$ cat config.mk
export PLATFORM = sky130hd
export DESIGN_NAME = rate_monotonic_task_scheduler_flat
export DESIGN_NICKNAME = d
export VERILOG_FILES = /design/src/hw/rtl/rms_pkg.sv /design/src/hw/rtl/rms_if.sv /design/src/hw/rtl/rms_tunit.sv /design/src/hw/rtl/rms_rlist.sv /design/src/hw/rtl/rate_monotonic_task_scheduler.sv /design/src/flat_wrapper.sv
export VERILOG_INCLUDE_DIRS = /design/src /design/src/hw/rtl
export SDC_FILE = /design/constraint.sdc
export NUM_CORES = 1
export LEC_CHECK = 0
export BUFFER_PORTS_ARGS = -buffer_cell sky130_fd_sc_hd__clkbuf_2
export CAP_MARGIN = 20
export CORE_ASPECT_RATIO = 1.4
export CORE_MARGIN = 1.5
export CORE_UTILIZATION = 45
export CTS_CLUSTER_DIAMETER = 50
export DETAILED_ROUTE_END_ITERATION = 8
export GPL_ROUTABILITY_DRIVEN = 0
export REMOVE_ABC_BUFFERS = 1
export SLEW_MARGIN = 20
export SYNTH_ARGS = -nofsm -noshare
export SYNTH_HDL_FRONTEND = slang
export SYNTH_SLANG_ARGS = --single-unit
$ cat constraint.sdc
create_clock -name clk_i -period 4.1 [get_ports clk_i]
set_clock_uncertainty 0.1 [all_clocks]
set_input_delay 0.82 -clock clk_i [delete_from_list [all_inputs] [get_ports clk_i]]
set_output_delay 0.82 -clock clk_i [all_outputs]
set_load 0.01 [all_outputs]
$ cat src/hw/rtl/assert_macros.svh
// Assertion helpers for the RTL. Both expect clk_i in scope; RMS_ASSERT also rst_ni.
`ifndef ASSERT_MACROS_SVH
`define ASSERT_MACROS_SVH

// Check a property on every edge outside reset
`define RMS_ASSERT(lbl, prop, msg) \
  lbl: assert property (@(posedge clk_i) disable iff (!rst_ni) (prop)) else $error(msg);

// Check a property on every edge, reset included
`define RMS_ASSERT_ALWAYS(lbl, prop, msg) \
  lbl: assert property (@(posedge clk_i) (prop)) else $error(msg);

`endif

$ cat src/hw/rtl/rms_pkg.sv
package rms_pkg;

  localparam int OP_W          = 3;
  localparam int SLEEP_W       = 16;
  localparam int CFG_W         = 8;
  localparam int TASK_ID_W     = 2;
  localparam int COUNT_W       = 3;
  localparam int MASK_W        = 4;
  localparam int CFG_IDX_W     = 3;
  localparam int NUM_CFG_TASKS = 3;

  typedef logic [TASK_ID_W-1:0] task_id_t;
  typedef logic [NUM_CFG_TASKS-1:0][CFG_W-1:0] cfg_bank_t;

  typedef enum logic [OP_W-1:0] {
    OP_START    = 3'd0,
    OP_TICK     = 3'd1,
    OP_JOB_DONE = 3'd2,
    OP_SLEEP    = 3'd3,
    OP_EXIT     = 3'd4
  } rms_op_e;

  typedef enum logic [1:0] {
    TS_READY   = 2'd0,
    TS_RUNNING = 2'd1,
    TS_BLOCKED = 2'd2
  } rms_status_e;

  // Register indexes of the configuration port
  localparam logic [CFG_IDX_W-1:0] CFG_PERIOD1 = 3'd0;
  localparam logic [CFG_IDX_W-1:0] CFG_PERIOD2 = 3'd1;
  localparam logic [CFG_IDX_W-1:0] CFG_PERIOD3 = 3'd2;
  localparam logic [CFG_IDX_W-1:0] CFG_BUDGET1 = 3'd3;
  localparam logic [CFG_IDX_W-1:0] CFG_BUDGET2 = 3'd4;
  localparam logic [CFG_IDX_W-1:0] CFG_BUDGET3 = 3'd5;

  localparam cfg_bank_t PERIOD_RST = {8'd30, 8'd20, 8'd10};
  localparam cfg_bank_t BUDGET_RST = {8'd8, 8'd5, 8'd2};

  // Per-task counters and status
  typedef struct packed {
    logic [SLEEP_W-1:0] sleep;
    logic [CFG_W-1:0]   period;
    logic [CFG_W-1:0]   budget;
    rms_status_e        status;
  } rms_task_t;

  localparam rms_task_t TASK_RST = '{sleep: '0, period: '0, budget: '0, status: TS_READY};

  typedef enum logic {
    TU_WALK,
    TU_CHARGE
  } rms_tu_mode_e;

  typedef enum logic [2:0] {
    L_NOP,
    L_CLEAR,
    L_INSERT,
    L_POP,
    L_SORT
  } rms_list_op_e;

  typedef struct packed {
    rms_list_op_e op;
    logic         odd;
    task_id_t     id;
  } rms_list_cmd_t;

  typedef enum logic [3:0] {
    S_IDLE,
    S_CLEAR,
    S_LOAD,
    S_WALK,
    S_CHARGE,
    S_REMOVE,
    S_REQUEUE,
    S_SORT,
    S_PICK,
    S_DONE
  } rms_state_e;

  // Look up a task's register; the idle slot reads zero
  function automatic logic [CFG_W-1:0] task_cfg(input cfg_bank_t bank, input task_id_t id);
    logic [CFG_W-1:0] val;
    case (id)
      2'd1:    val = bank[0];
      2'd2:    val = bank[1];
      2'd3:    val = bank[2];
      default: val = '0;
    endcase
    return val;
  endfunction

endpackage

$ cat src/hw/rtl/rms_if.sv
interface rms_in_if;
  import rms_pkg::*;

  logic               valid;
  logic               ready;
  logic [OP_W-1:0]    op;
  logic [SLEEP_W-1:0] sleep_ticks;

  modport source (output valid, op, sleep_ticks, input ready);
  modport sink   (input valid, op, sleep_ticks, output ready);
endinterface

interface rms_out_if;
  import rms_pkg::*;

  logic                 valid;
  logic                 ready;
  logic [TASK_ID_W-1:0] running_task;
  logic [COUNT_W-1:0]   ready_count;
  logic [MASK_W-1:0]    blocked_mask;

  modport source (output valid, running_task, ready_count, blocked_mask, input ready);
  modport sink   (input valid, running_task, ready_count, blocked_mask, output ready);
endinterface

$ cat src/hw/rtl/rms_tunit.sv
// Shared task update unit: one task slot per use, either a tick walk step
// (sleep and period countdown, release) or a budget charge.
module rms_tunit (
  input  rms_pkg::rms_tu_mode_e     mode_i,
  input  rms_pkg::rms_task_t        task_i,
  input  logic                      is_cur_i,
  input  logic [rms_pkg::CFG_W-1:0] period_i,
  input  logic [rms_pkg::CFG_W-1:0] budget_i,
  output rms_pkg::rms_task_t        task_o,
  output logic                      insert_o
);
  import rms_pkg::*;

  always_comb begin
    task_o   = task_i;
    insert_o = 1'b0;
    case (mode_i)
      TU_WALK: begin
        // count down sleep, wake a blocked task at zero
        if (task_i.sleep != '0) begin
          task_o.sleep = task_i.sleep - SLEEP_W'(1);
          if (task_o.sleep == '0 && task_i.status == TS_BLOCKED) begin
            task_o.status = TS_READY;
            insert_o      = 1'b1;
          end
        end
        // count down period, reload and release at expiry
        if (task_i.period != '0) begin
          task_o.period = task_i.period - CFG_W'(1);
          if (task_o.period == '0) begin
            task_o.period = period_i;
            task_o.budget = budget_i;
            if (!is_cur_i && task_o.status != TS_READY) begin
              task_o.status = TS_READY;
              insert_o      = 1'b1;
            end
          end
        end
      end
      TU_CHARGE: begin
        // charge one tick, block when the budget runs out
        if (task_i.budget != '0) begin
          task_o.budget = task_i.budget - CFG_W'(1);
          if (task_o.budget == '0) begin
            task_o.status = TS_BLOCKED;
          end
        end
      end
      default: begin
        task_o = task_i;
      end
    endcase
  end

endmodule

$ cat src/hw/rtl/rms_rlist.sv
// Ready list: append at the tail, drop the head, and one odd-even
// transposition pass per sort command (stable by period, strict compare).
module rms_rlist #(
  parameter int TASK_SLOTS = 4
) (
  input  logic                        clk_i,
  input  logic                        rst_ni,
  input  rms_pkg::rms_list_cmd_t      cmd_i,
  input  rms_pkg::cfg_bank_t          periods_i,
  output rms_pkg::task_id_t           head_o,
  output logic [rms_pkg::COUNT_W-1:0] len_o
);
  import rms_pkg::*;

  localparam int IDX_W = (TASK_SLOTS > 1) ? $clog2(TASK_SLOTS) : 1;

  task_id_t           ent_q [TASK_SLOTS];
  task_id_t           ent_d [TASK_SLOTS];
  logic [COUNT_W-1:0] len_q, len_d;
  logic [CFG_W-1:0]   prio [TASK_SLOTS];

  // Look up each entry's period
  always_comb begin
    for (int k = 0; k < TASK_SLOTS; k++) begin
      prio[k] = task_cfg(periods_i, ent_q[k]);
    end
  end

  always_comb begin
    ent_d = ent_q;
    len_d = len_q;
    case (cmd_i.op)
      L_CLEAR: begin
        len_d = '0;
      end
      L_INSERT: begin
        // drop the word when the list is full
        if (len_q < COUNT_W'(TASK_SLOTS)) begin
          ent_d[len_q[IDX_W-1:0]] = cmd_i.id;
          len_d = len_q + COUNT_W'(1);
        end
      end
      L_POP: begin
        if (len_q != '0) begin
          for (int k = 0; k < TASK_SLOTS - 1; k++) begin
            ent_d[k] = ent_q[k + 1];
          end
          len_d = len_q - COUNT_W'(1);
        end
      end
      L_SORT: begin
        // swap out-of-order neighbors of one parity
        for (int k = 0; k < TASK_SLOTS - 1; k++) begin
          if ((k % 2) == int'(cmd_i.odd) && (k + 1) < int'(len_q) &&
              prio[k] > prio[k + 1]) begin
            ent_d[k]     = ent_q[k + 1];
            ent_d[k + 1] = ent_q[k];
          end
        end
      end
      default: begin
        len_d = len_q;
      end
    endcase
  end

  always_ff @(posedge clk_i) begin
    ent_q <= ent_d;
  end

  always_ff @(posedge clk_i or negedge rst_ni) begin
    if (!rst_ni) begin
      len_q <= '0;
    end else begin
      len_q <= len_d;
    end
  end

  assign head_o = ent_q[0];
  assign len_o  = len_q;

endmodule

$ cat src/hw/rtl/rate_monotonic_task_scheduler.sv
// Channel  Dir  Handshake     Word
// req_i    in   valid/ready   op, sleep_ticks
// rsp_o    out  valid/ready   running_task, ready_count, blocked_mask
//
// One word in, one word out (TASK_SLOTS = N). A tick walks the task slots, charges
// the running task, removes and requeues it, sorts and picks; start clears, loads and
// sorts; a switching job done/sleep/exit removes, requeues, sorts and picks. The shared
// task unit walks one slot a cycle and the sort takes N odd-even passes. Reset clears all counters and the list length.
// A result waiting on rsp_o does not stop the next accept; it only holds
// the final step of the following word.
`include "assert_macros.svh"

module rate_monotonic_task_scheduler #(
  parameter int TASK_SLOTS = 4
) (
  input  logic                          clk_i,
  input  logic                          rst_ni,
  rms_in_if.sink                        req_i,
  rms_out_if.source                     rsp_o,
  input  logic                          cfg_we_i,
  input  logic [rms_pkg::CFG_IDX_W-1:0] cfg_idx_i,
  input  logic [rms_pkg::CFG_W-1:0]     cfg_data_i
);
  import rms_pkg::*;

  localparam int IDX_W = (TASK_SLOTS > 1) ? $clog2(TASK_SLOTS) : 1;

  rms_state_e         state_q, state_d;
  logic [IDX_W-1:0]   cnt_q, cnt_d;
  logic [IDX_W-1:0]   sel;
  logic               last;
  logic               from_start_q;
  task_id_t           cur_q;
  task_id_t           sel_id;
  task_id_t           pick_id;
  cfg_bank_t          period_q, budget_q;
  rms_task_t          tasks_q [TASK_SLOTS];
  rms_task_t          sel_task, unit_task;
  logic               unit_ins;
  rms_tu_mode_e       tu_mode;
  rms_list_cmd_t      lcmd;
  task_id_t           head;
  logic [COUNT_W-1:0] len;
  logic [MASK_W-1:0]  mask;
  rms_op_e            op_e;
  logic               in_acc;
  logic               out_load;
  logic               out_valid_q;
  task_id_t           out_task_q;
  logic [COUNT_W-1:0] out_count_q;
  logic [MASK_W-1:0]  out_mask_q;
  logic               idle_run;
  rms_status_e        cur_status;

  assign op_e     = rms_op_e'(req_i.op);
  assign in_acc   = req_i.valid && req_i.ready;
  assign last     = (cnt_q == IDX_W'(TASK_SLOTS - 1));
  assign out_load = (state_q == S_DONE) && (!out_valid_q || rsp_o.ready);

  // Load and walk steps address the slot counter, everything else the running task
  assign sel      = (state_q == S_LOAD || state_q == S_WALK) ? cnt_q : cur_q[IDX_W-1:0];
  assign sel_id   = TASK_ID_W'(sel);
  assign sel_task = tasks_q[sel];
  assign pick_id  = (len != '0) ? head : '0;

  rms_tunit u_tunit (
    .mode_i   (tu_mode),
    .task_i   (sel_task),
    .is_cur_i (sel_id == cur_q),
    .period_i (task_cfg(period_q, sel_id)),
    .budget_i (task_cfg(budget_q, sel_id)),
    .task_o   (unit_task),
    .insert_o (unit_ins)
  );

  rms_rlist #(
    .TASK_SLOTS (TASK_SLOTS)
  ) u_rlist (
    .clk_i     (clk_i),
    .rst_ni    (rst_ni),
    .cmd_i     (lcmd),
    .periods_i (period_q),
    .head_o    (head),
    .len_o     (len)
  );

  // Next state and step counter
  always_comb begin
    state_d = state_q;
    cnt_d   = '0;
    case (state_q)
      S_IDLE: begin
        if (in_acc) begin
          case (op_e)
            OP_START: state_d = S_CLEAR;
            OP_TICK: begin
              state_d = S_WALK;
              cnt_d   = IDX_W'(1);
            end
            OP_JOB_DONE: state_d = (sel_task.status == TS_RUNNING) ? S_REMOVE : S_DONE;
            OP_SLEEP:    state_d = (req_i.sleep_ticks != '0) ? S_REMOVE : S_DONE;
            OP_EXIT:     state_d = S_REMOVE;
            default:     state_d = S_DONE;
          endcase
        end
      end
      S_CLEAR: begin
        state_d = S_LOAD;
        cnt_d   = IDX_W'(1);
      end
      S_LOAD: begin
        state_d = last ? S_SORT : S_LOAD;
        cnt_d   = last ? '0 : cnt_q + IDX_W'(1);
      end
      S_WALK: begin
        state_d = last ? S_CHARGE : S_WALK;
        cnt_d   = last ? '0 : cnt_q + IDX_W'(1);
      end
      S_CHARGE:  state_d = S_REMOVE;
      S_REMOVE:  state_d = (cur_q != '0) ? S_REQUEUE : S_SORT;
      S_REQUEUE: state_d = S_SORT;
      S_SORT: begin
        cnt_d = cnt_q + IDX_W'(1);
        if (last) begin
          state_d = from_start_q ? S_DONE : S_PICK;
        end
      end
      S_PICK: state_d = S_DONE;
      S_DONE: state_d = out_load ? S_IDLE : S_DONE;
      default: state_d = S_IDLE;
    endcase
  end

  // Handshake, unit mode and list commands
  always_comb begin
    req_i.ready = (state_q == S_IDLE);
    tu_mode     = (state_q == S_CHARGE) ? TU_CHARGE : TU_WALK;
    lcmd        = '{op: L_NOP, odd: 1'b0, id: '0};
    case (state_q)
      S_CLEAR: lcmd.op = L_CLEAR;
      S_LOAD: begin
        lcmd.op = L_INSERT;
        lcmd.id = sel_id;
      end
      S_WALK: begin
        lcmd.op = unit_ins ? L_INSERT : L_NOP;
        lcmd.id = sel_id;
      end
      S_REMOVE: lcmd.op = (cur_q != '0) ? L_POP : L_NOP;
      S_REQUEUE: begin
        lcmd.op = (sel_task.status != TS_BLOCKED) ? L_INSERT : L_NOP;
        lcmd.id = cur_q;
      end
      S_SORT: begin
        lcmd.op  = L_SORT;
        lcmd.odd = cnt_q[0];
      end
      default: lcmd.op = L_NOP;
    endcase
  end

  always_ff @(posedge clk_i or negedge rst_ni) begin
    if (!rst_ni) begin
      state_q <= S_IDLE;
      cnt_q   <= '0;
    end else begin
      state_q <= state_d;
      cnt_q   <= cnt_d;
    end
  end

  // Configuration registers
  always_ff @(posedge clk_i or negedge rst_ni) begin
    if (!rst_ni) begin
      period_q <= PERIOD_RST;
      budget_q <= BUDGET_RST;
    end else if (cfg_we_i) begin
      case (cfg_idx_i)
        CFG_PERIOD1: period_q[0] <= cfg_data_i;
        CFG_PERIOD2: period_q[1] <= cfg_data_i;
        CFG_PERIOD3: period_q[2] <= cfg_data_i;
        CFG_BUDGET1: budget_q[0] <= cfg_data_i;
        CFG_BUDGET2: budget_q[1] <= cfg_data_i;
        CFG_BUDGET3: budget_q[2] <= cfg_data_i;
        default: ;
      endcase
    end
  end

  // Task state, running task and start flag
  always_ff @(posedge clk_i or negedge rst_ni) begin
    if (!rst_ni) begin
      for (int i = 0; i < TASK_SLOTS; i++) begin
        tasks_q[i] <= TASK_RST;
      end
      cur_q        <= '0;
      from_start_q <= 1'b0;
    end else begin
      case (state_q)
        S_IDLE: begin
          if (in_acc) begin
            from_start_q <= (op_e == OP_START);
            case (op_e)
              OP_JOB_DONE: begin
                if (sel_task.status == TS_RUNNING) begin
                  tasks_q[sel].status <= TS_BLOCKED;
                end
              end
              OP_SLEEP: begin
                tasks_q[sel].sleep <= req_i.sleep_ticks;
                if (req_i.sleep_ticks != '0) begin
                  tasks_q[sel].status <= TS_BLOCKED;
                end
              end
              OP_EXIT: tasks_q[sel].status <= TS_BLOCKED;
              default: ;
            endcase
          end
        end
        S_CLEAR: begin
          for (int i = 0; i < TASK_SLOTS; i++) begin
            tasks_q[i] <= TASK_RST;
          end
          cur_q <= '0;
        end
        S_LOAD: begin
          tasks_q[sel].period <= task_cfg(period_q, sel_id);
          tasks_q[sel].budget <= task_cfg(budget_q, sel_id);
        end
        S_WALK, S_CHARGE: begin
          tasks_q[sel] <= unit_task;
        end
        S_REQUEUE: begin
          if (sel_task.status != TS_BLOCKED) begin
            tasks_q[sel].status <= TS_READY;
          end
        end
        S_PICK: begin
          cur_q                             <= pick_id;
          tasks_q[pick_id[IDX_W-1:0]].status <= TS_RUNNING;
        end
        default: ;
      endcase
    end
  end

  // Blocked mask over the present slots
  always_comb begin
    mask = '0;
    for (int i = 0; i < TASK_SLOTS; i++) begin
      mask[i] = (tasks_q[i].status == TS_BLOCKED);
    end
  end

  // Hold the result word until taken
  always_ff @(posedge clk_i or negedge rst_ni) begin
    if (!rst_ni) begin
      out_valid_q <= 1'b0;
    end else if (out_load) begin
      out_valid_q <= 1'b1;
    end else if (rsp_o.ready) begin
      out_valid_q <= 1'b0;
    end
  end

  always_ff @(posedge clk_i) begin
    if (out_load) begin
      out_task_q  <= cur_q;
      out_count_q <= len;
      out_mask_q  <= mask;
    end
  end

  assign rsp_o.valid        = out_valid_q;
  assign rsp_o.running_task = out_task_q;
  assign rsp_o.ready_count  = out_count_q;
  assign rsp_o.blocked_mask = out_mask_q;

  // Waiting for a word with a real task running
  assign idle_run   = (state_q == S_IDLE) && (cur_q != '0);
  assign cur_status = tasks_q[cur_q[IDX_W-1:0]].status;

  `RMS_ASSERT_ALWAYS(a_len_bound, len <= COUNT_W'(TASK_SLOTS), "list over slot count")
  `RMS_ASSERT(a_head_is_cur, idle_run |-> (len != '0 && head == cur_q), "runner not at head")
  `RMS_ASSERT(a_cur_running, idle_run |-> (cur_status == TS_RUNNING), "runner not marked running")
  `RMS_ASSERT(a_out_from_done, $rose(out_valid_q) |-> $past(state_q == S_DONE), "stray result")

endmodule
$ cat src/flat_wrapper.sv
// flat-port wrapper written by rule: the top's interface ports become plain ports
module rate_monotonic_task_scheduler_flat import rms_pkg::*;
#(
  parameter int TASK_SLOTS = 4
)
  (clk_i, rst_ni, cfg_we_i, cfg_idx_i, cfg_data_i, req_i_valid, req_i_op, req_i_sleep_ticks, req_i_ready, rsp_o_valid, rsp_o_running_task, rsp_o_ready_count, rsp_o_blocked_mask, rsp_o_ready);
  rms_in_if req_i_i ();
  rms_out_if rsp_o_i ();
  input  logic clk_i;
  input  logic rst_ni;
  input  logic cfg_we_i;
  input  logic [rms_pkg::CFG_IDX_W-1:0] cfg_idx_i;
  input  logic [rms_pkg::CFG_W-1:0] cfg_data_i;
  input wire logic [$bits(req_i_i.valid)-1:0] req_i_valid;
  input wire logic [$bits(req_i_i.op)-1:0] req_i_op;
  input wire logic [$bits(req_i_i.sleep_ticks)-1:0] req_i_sleep_ticks;
  output wire logic [$bits(req_i_i.ready)-1:0] req_i_ready;
  output wire logic [$bits(rsp_o_i.valid)-1:0] rsp_o_valid;
  output wire logic [$bits(rsp_o_i.running_task)-1:0] rsp_o_running_task;
  output wire logic [$bits(rsp_o_i.ready_count)-1:0] rsp_o_ready_count;
  output wire logic [$bits(rsp_o_i.blocked_mask)-1:0] rsp_o_blocked_mask;
  input wire logic [$bits(rsp_o_i.ready)-1:0] rsp_o_ready;
  assign req_i_i.valid = req_i_valid;
  assign req_i_i.op = req_i_op;
  assign req_i_i.sleep_ticks = req_i_sleep_ticks;
  assign req_i_ready = req_i_i.ready;
  assign rsp_o_valid = rsp_o_i.valid;
  assign rsp_o_running_task = rsp_o_i.running_task;
  assign rsp_o_ready_count = rsp_o_i.ready_count;
  assign rsp_o_blocked_mask = rsp_o_i.blocked_mask;
  assign rsp_o_i.ready = rsp_o_ready;
  rate_monotonic_task_scheduler #(.TASK_SLOTS(TASK_SLOTS)) u_core (.clk_i(clk_i), .rst_ni(rst_ni), .req_i(req_i_i), .rsp_o(rsp_o_i), .cfg_we_i(cfg_we_i), .cfg_idx_i(cfg_idx_i), .cfg_data_i(cfg_data_i));
endmodule
# Word-level counts from Yosys, hierarchy flattened
# Cells that the tools add are included.
word_totals:
  mem_bits_rw: 0
  ff_bits: 214
  out_inout_bits: 11
  rom_bits: 0
  memories: 0
  wordCells: 262
  latch_bits: 0
classes:
  bitwise_logic: 5
  div: 0
  n_reduce_logical: 52
  n_addsub: 6
  shift: 0
  mux: 94
  multipliers: 0
  n_eq_ne: 57
  n_lt_le_gt_ge: 13
op_table:
  columns: ["cell", "count"]
  rows:
  - ["bitwise mux 136 bit", 8]
  - ["case mux 136 bit (6 select lines)", 1]
  - ["2-to-1 mux 136 bit", 4]
  - ["demux 34 bit (select 2 bit)", 6]
  - ["case mux 136 bit (3 select lines)", 1]
  - ["case mux 8 bit (3 select lines)", 6]
  - ["2-to-1 mux 34 bit", 4]
  - ["binary-select mux 34 bit (select 2 bit)", 1]
  - ["2-to-1 mux 18 bit", 3]
  - ["case mux 4 bit (10 select lines)", 1]
  - ["equality test 2 bit, second input constant", 16]
  - ["2-to-1 mux 4 bit", 8]
  - ["nonzero test 16 bit", 2]
  - ["2-to-1 mux 2 bit", 15]
  - ["> comparator 8 bit", 3]
  - ["2-to-1 mux 24 bit", 1]
  - ["2-to-1 mux 8 bit", 3]
  - ["2-to-1 mux 10 bit", 2]
  - ["case mux 10 bit (2 select lines)", 1]
  - ["case mux 4 bit (5 select lines)", 1]
  - ["equality test 3 x 2 -> 1 bit, second input constant", 6]
  - ["case mux 3 bit (6 select lines)", 1]
  - ["case mux 6 bit (3 select lines)", 1]
  - ["equality test 4 x 3 -> 1 bit, second input constant", 4]
  - ["other kinds (48)", 128]

# Longest topological paths before layout
logic_depth:
  ltp_word: 24
  depth_mapped: 18
  depth_no_buf: 14

# Cells and area by module
# From an unflattened synthesis, not the netlist that was laid out.
hier_totals:
  hier_cells: 1532
  area_unflattened_um2: 14461.4
by_module_without_submodules:
  columns: ["module", "cells_per_inst", "n_inst", "area_each_um2"]
  rows:
  - ["rate_monotonic_task_scheduler", 1043, 1, 10742.8]
  - ["rms_rlist", 264, 1, 2277.2]
  - ["rms_tunit", 225, 1, 1441.4]

# Worst setup path before layout
# No wires, ideal clock.
synth_timing:
  kind: "register to register"
  from: "register u_core.state_q[3]"
  to: "register u_core.u_rlist.ent_q[4] (netlist bit) (enable)"
  stages_incl_launch_ff: 15
  required_ns: 3.663
  setup_time_ns: 0.337
  arrival_time_ns: 3.869
  period_less_slack_ns: 4.305
  slack_ns: -0.205
  n_path_buf: 3
  cell_sequence: "dfrtp_1 buf_2 nor3b_4 mux2_2 buf_2 o21ai_0 inv_1 ha_1 clkbuf_1 nor2_1 a32o_1 nand2_1 o41ai_1 o21bai_1 a211oi_1"
synth_between:
  elab_chain_cells: 24
  elab_cells_between_ends: 53
synth_lines:
  columns: ["element", "line_no", "rtl"]
  rows:
  - ["from (decl)", "rate_monotonic_task_scheduler.sv:28", "rms_state_e state_q, state_d;"]
  - ["from (signal assigned)", "rate_monotonic_task_scheduler.sv:167", "state_q <= state_d;"]
  - ["equality test 4 x 2 -> 1 bit", "rate_monotonic_task_scheduler.sv:61, rate_monotonic_task_scheduler.sv:139", null]
  - ["logical OR 1 bit", "rate_monotonic_task_scheduler.sv:61", "assign sel = (state_q == S_LOAD || state_q == S_WALK) ? cnt_q : cur_q[IDX_W-1:0];"]
  - ["2-to-1 mux 2 bit", "rate_monotonic_task_scheduler.sv:61", null]
  - ["inverter 2 -> 3 bit (not written as such)", "rate_monotonic_task_scheduler.sv:63", "assign sel_task = tasks_q[sel];"]
  - ["binary-select mux 34 bit (select 2 bit)", "rate_monotonic_task_scheduler.sv:63", null]
  - ["2-to-1 mux 34 bit (not written as such) (2 in series)", "rate_monotonic_task_scheduler.sv:63", null]
  - ["subtractor 16 x 1 -> 16 bit", "rms_tunit.sv:21", "task_o.sleep = task_i.sleep - SLEEP_W'(1);"]
  - ["zero test 16 bit", "rms_tunit.sv:22", "if (task_o.sleep == '0 && task_i.status == TS_BLOCKED) begin"]
  - ["[... 7 more ...]", null, null]
  - ["2-to-1 mux 1 bit", "rms_tunit.sv:30", "if (task_o.period == '0) begin"]
  - ["2-to-1 mux 1 bit", "rms_tunit.sv:28", "if (task_i.period != '0) begin"]
  - ["2-to-1 mux 1 bit", "rms_tunit.sv:17", "case (mode_i)"]
  - ["2-to-1 mux 2 bit", "rate_monotonic_task_scheduler.sv:146", "lcmd.op = unit_ins ? L_INSERT : L_NOP;"]
  - ["case mux 3 bit (6 select lines)", "rate_monotonic_task_scheduler.sv:139", "case (state_q)"]
  - ["equality test 3 bit or equality test 3 x 2 -> 1 bit (tied branches)", "rms_rlist.sv:32", "case (cmd_i.op)"]
  - ["inequality test 3 bit (no line) (tied with other cells)", null, null]
  - ["AND reduction 4 bit (no line) (*)", null, null]
  - ["to (signal assigned)", "rms_rlist.sv:68", "ent_q <= ent_d;"]
  - ["to (decl)", "rms_rlist.sv:17", "task_id_t ent_q [TASK_SLOTS];"]
# Mark *: on every way between the ends. The rest lies on a longest branch, timed or not. The select of a mux whose other input is x is not followed.
# A chain may end at the register's enable or synchronous reset.

# Worst setup path after layout
layout_timing:
  from: "register u_core.state_q[2]"
  to: "register u_core.u_rlist.ent_q[0] (netlist bit) (enable)"
layout_between:
  elab_chain_cells: 24
  elab_cells_between_ends: 49
layout_lines:
  columns: ["element", "line_no"]
  rows:
  - ["equality test 4 x 2 -> 1 bit", "rate_monotonic_task_scheduler.sv:61, rate_monotonic_task_scheduler.sv:139"]
  - ["logical OR 1 bit", "rate_monotonic_task_scheduler.sv:61"]
  - ["2-to-1 mux 2 bit", "rate_monotonic_task_scheduler.sv:61"]
  - ["inverter 2 -> 3 bit (not written as such)", "rate_monotonic_task_scheduler.sv:63"]
  - ["binary-select mux 34 bit (select 2 bit)", "rate_monotonic_task_scheduler.sv:63"]
  - ["2-to-1 mux 34 bit (not written as such) (2 in series)", "rate_monotonic_task_scheduler.sv:63"]
  - ["subtractor 16 x 1 -> 16 bit", "rms_tunit.sv:21"]
  - ["zero test 16 bit", "rms_tunit.sv:22"]
  - ["[... 7 more ...]", null]
  - ["2-to-1 mux 1 bit", "rms_tunit.sv:30"]
  - ["2-to-1 mux 1 bit", "rms_tunit.sv:28"]
  - ["2-to-1 mux 1 bit", "rms_tunit.sv:17"]
  - ["2-to-1 mux 2 bit", "rate_monotonic_task_scheduler.sv:146"]
  - ["case mux 3 bit (6 select lines)", "rate_monotonic_task_scheduler.sv:139"]
  - ["equality test 3 bit or equality test 3 x 2 -> 1 bit (tied branches)", "rms_rlist.sv:32"]
  - ["inequality test 2 bit (no line) or nonzero test 2 bit (tied branches)", null]
  - ["AND reduction 3 bit (no line) (*)", null]
# Marks and branches as above.

==> impl_metrics.toml <==
[synth]
synth_edf_count = 17
synthFlopType = "dfrtp_1"
postSynth.asyncResetShare_pct = 92.1
ys_warn_count = 0
yosysSeqAreaShare_pct = 36.9
synth_area_per_cell_um2 = 8.86
synth_area_um2 = 14800
synth_cell_types = 83
synth-seq-cells = 214
synthesis.instances = 1668

[finish]
final_nets = 1878
diodes = 0
area_growth_pct = 18.6
regArea_um2 = 5460
fin_area_um2 = 17500
layout_commonest_cell = "nand2_1"
multiInputGateArea_um2 = 8890
fillers = 3029
mostFrequentLayoutCells = "nand2_1, dfrtp_1, buf_4, nor2_1, o21ai_0"
instances_no_fill = 2267
drive_gt1_share_pct = 22.6

[global_routing]
grt_pass1_wl_um = 86200
antenna_found_initial = 0
grt_max_degree = 89
grt-ovfl-total = 0
grtUsageTotal_pct = 32.9
grt_pass1_vias = 14653

[sta]
period_minus_slack_ns = 4.01
timing.fmax_mhz = 250
setup_viol_count_final = 0
slew_violations = 0
worst_pin_slew_ns = 1.17
fin_worst_hold_slack_ns = 0.200
rsz0062_at_grt = "true"
finalHoldViolCount = 0
finalCritPeriodShare_pct = 97.7
layout_setup_ws_ns = 0.0923
relSlewSlack_pct = 21.1

[drt]
num_vias = 14658
dr.first_iter.drc_count = 1345
drc = 0
wirelength_um = 55500
drtPass1Iterations = 6
routedWlPerCell_um = 24.5
avgViaCountPerCell = 6.47
route.antenna.remaining_nets = 0

[clock_tree]
cts_tree = "yes"
htree_num_levels = 1
path_clk_slew_ns = 0.07
cts_inserted_buffers = 28
clkLatencyLatePin_ns = 0.58
clock_sinks = 214
cts_root_buf = "clkbuf_16"
ctsLongestPathBuffers = 3

[power]
ir_drop_mv = 0.512
power_density_nw_per_um2 = 832
power_leakage_nw = 7.59

[flow_run]
drv_cap = 0

[critical_path]
cp_slowest_cell = "or4_4"
path_class = "reg2reg"
critPathRequiredTime_ns = 4.26
end_kind = "flop"
crit_path_max_fanout = 6
critical_path_buf_inv_count = 4
cp_cell_sequence = "nor3b_4 -> buf_4 -> mux2i_4 -> buf_4 -> mux2i_1 -> o21ai_0 -> inv_1 -> xnor2_1 -> or4_4 -> nor3_4 -> o21bai_2 -> buf_4 -> o21bai_1"
startpoint_type = "flop"
path_delay_family = "simple AND/OR/NAND/NOR gates"
cp_data_arrival_time_ns = 4.17
critPathMaxStageDelay_ns = 0.60
cpMostUsedCell = "buf_4"

[placement]
dp_hpwl_um = 40700
post-place-ws_ns = -0.234
dpl.cell_count = 2211
port_buffers = 45
dpl_cell_area_um2 = 16400

[min_path]
hold_class = "in2async"

[die]
core_um2 = 32400
chipHeight_um = 217
die_w_um = 156
num_rows = 78
start_util_pct = 45.6
io_pins = 46
die_area_um2 = 34000

[status]
status = "completed"
area by class of cell:
type | count | share of cell area [%]
sequential | 214 | 31.1
clock buffer | 33 | 4.33
inverter | 46 | 0.985
timing repair buffer | 209 | 8.73
clock inverter | 19 | 0.963
multi-input combinational | 1306 | 50.7
tap | 440 | 3.14
registers in the layout, indices dropped and copies added, names as in the netlist:
| register | count |
|---|---|
| u_core.rsp_o.valid | 1 |
| u_core.budget_q | 24 |
| u_core.from_start_q | 1 |
| u_core.u_rlist.head_o | 2 |
| u_core.period_q | 24 |
| u_core.cnt_q | 2 |
| u_core.rsp_o.ready_count | 3 |
| u_core.rsp_o.running_task | 2 |
| u_core.state_q | 4 |
| u_core.rsp_o.blocked_mask | 4 |
| u_core.tasks_q | 136 |
| u_core.u_rlist.ent_q | 6 |
| u_core.u_rlist.len_o | 3 |
| u_core.cur_q | 2 |
synthesized netlist by cell type (15+ instances only):
| cell type | n | area share [%] |
|---|---|---|
| a211oi_1 | 15 | 0.76 |
| a21oi_1 | 97 | 3.3 |
| a22o_1 | 32 | 1.9 |
| a22oi_1 | 73 | 3.7 |
| a31oi_1 | 18 | 0.76 |
| a32oi_1 | 17 | 1.0 |
| and3_1 | 23 | 0.97 |
| clkbuf_1 | 77 | 2.0 |
| dfrtp_1 | 185 | 31 |
| edfxtp_1 | 17 | 3.5 |
| ha_1 | 38 | 3.2 |
| inv_1 | 46 | 1.2 |
| mux2_2 | 91 | 6.9 |
| mux2i_1 | 84 | 5.7 |
| nand2_1 | 194 | 4.9 |
| nand2b_1 | 19 | 0.80 |
| nand3_1 | 30 | 1.0 |
| nand4_1 | 24 | 1.0 |
| nor2_1 | 130 | 3.3 |
| nor2b_1 | 16 | 0.68 |
| nor3_1 | 30 | 1.0 |
| o21ai_0 | 123 | 4.2 |
| o21ai_1 | 18 | 0.61 |
| o31ai_1 | 21 | 1.1 |
| o32ai_1 | 17 | 1.0 |
| xnor2_1 | 17 | 1.0 |
cells by family (layout without fill, tap and decap cells):
family / count (synthesis) / after routing / share of synthesized area, %
flip-flops: 214 / 214 / 36.9
multiplexers: 177 / 177 / 12.8
XOR/XNOR: 23 / 23 / 1.36
buffers and inverters: 148 / 307 / 4.02
AO/OA/AOI/OAI: 548 / 548 / 25.1
AND/OR/NAND/NOR: 520 / 520 / 16.6
adder cells (fa/ha/maj): 38 / 38 / 3.22
final timing paths:
path / from / slack (ns) / end / cells past startpoint
worst max-delay path: u_core.state_q[2] / 0.09 / u_core.u_rlist.ent_q[0] / 13
worst min-delay path: rst_ni / 0.20 / u_core.tasks_q[126] / 1
worst max register to register: u_core.state_q[2] / 0.09 / u_core.u_rlist.ent_q[0] / 13
worst min register to register: u_core.tasks_q[109] / 0.37 / u_core.tasks_q[109] / 2
max in group asynchronous: rst_ni / 2.71 / u_core.period_q[17] / 2
min in group clk_i: u_core.tasks_q[109] / 0.37 / u_core.tasks_q[109] / 2
layer usage:
| metal | wire, um | vias to the layer above | GRT usage [%] |
|---|---|---|---|
| met5 | 0 | - | 0 |
| met4 | 3830 | 0 | 20.7 |
| met3 | 3480 | 212 | 4.43 |
| met2 | 26800 | 673 | 55.6 |
| met1 | 21400 | 7195 | 39.5 |
| li1 | - | 6578 | - |
stage by stage:
stage	setup TNS, ns	util, %	total power (W)
floorplan	-229.74	-	0.00798
global placement	-0.657	50.8	0.0117
detailed placement	-1.56	50.8	0.0117
CTS	0	53.8	0.0143
global route	-0.234	54.1	0.0154
finish	0	54.1	0.0146
where the power goes:
| group | switching, W | total (W) | internal (W) |
|---|---|---|---|
| logic | 0.00571 | 0.00900 | 0.00329 |
| registers | 0.000521 | 0.00313 | 0.00261 |
| clock network | 0.00109 | 0.00245 | 0.00137 |
timing repair:
action | 4_1_cts | 5_1_grt
hold buffers | 0 | 0
setup buffers | 3 | 1
gates resized for setup | 4 | 21
pin swaps | 2 | 3
setup endpoints to repair | 8 | 43
Power figures use the tool's default switching activity.
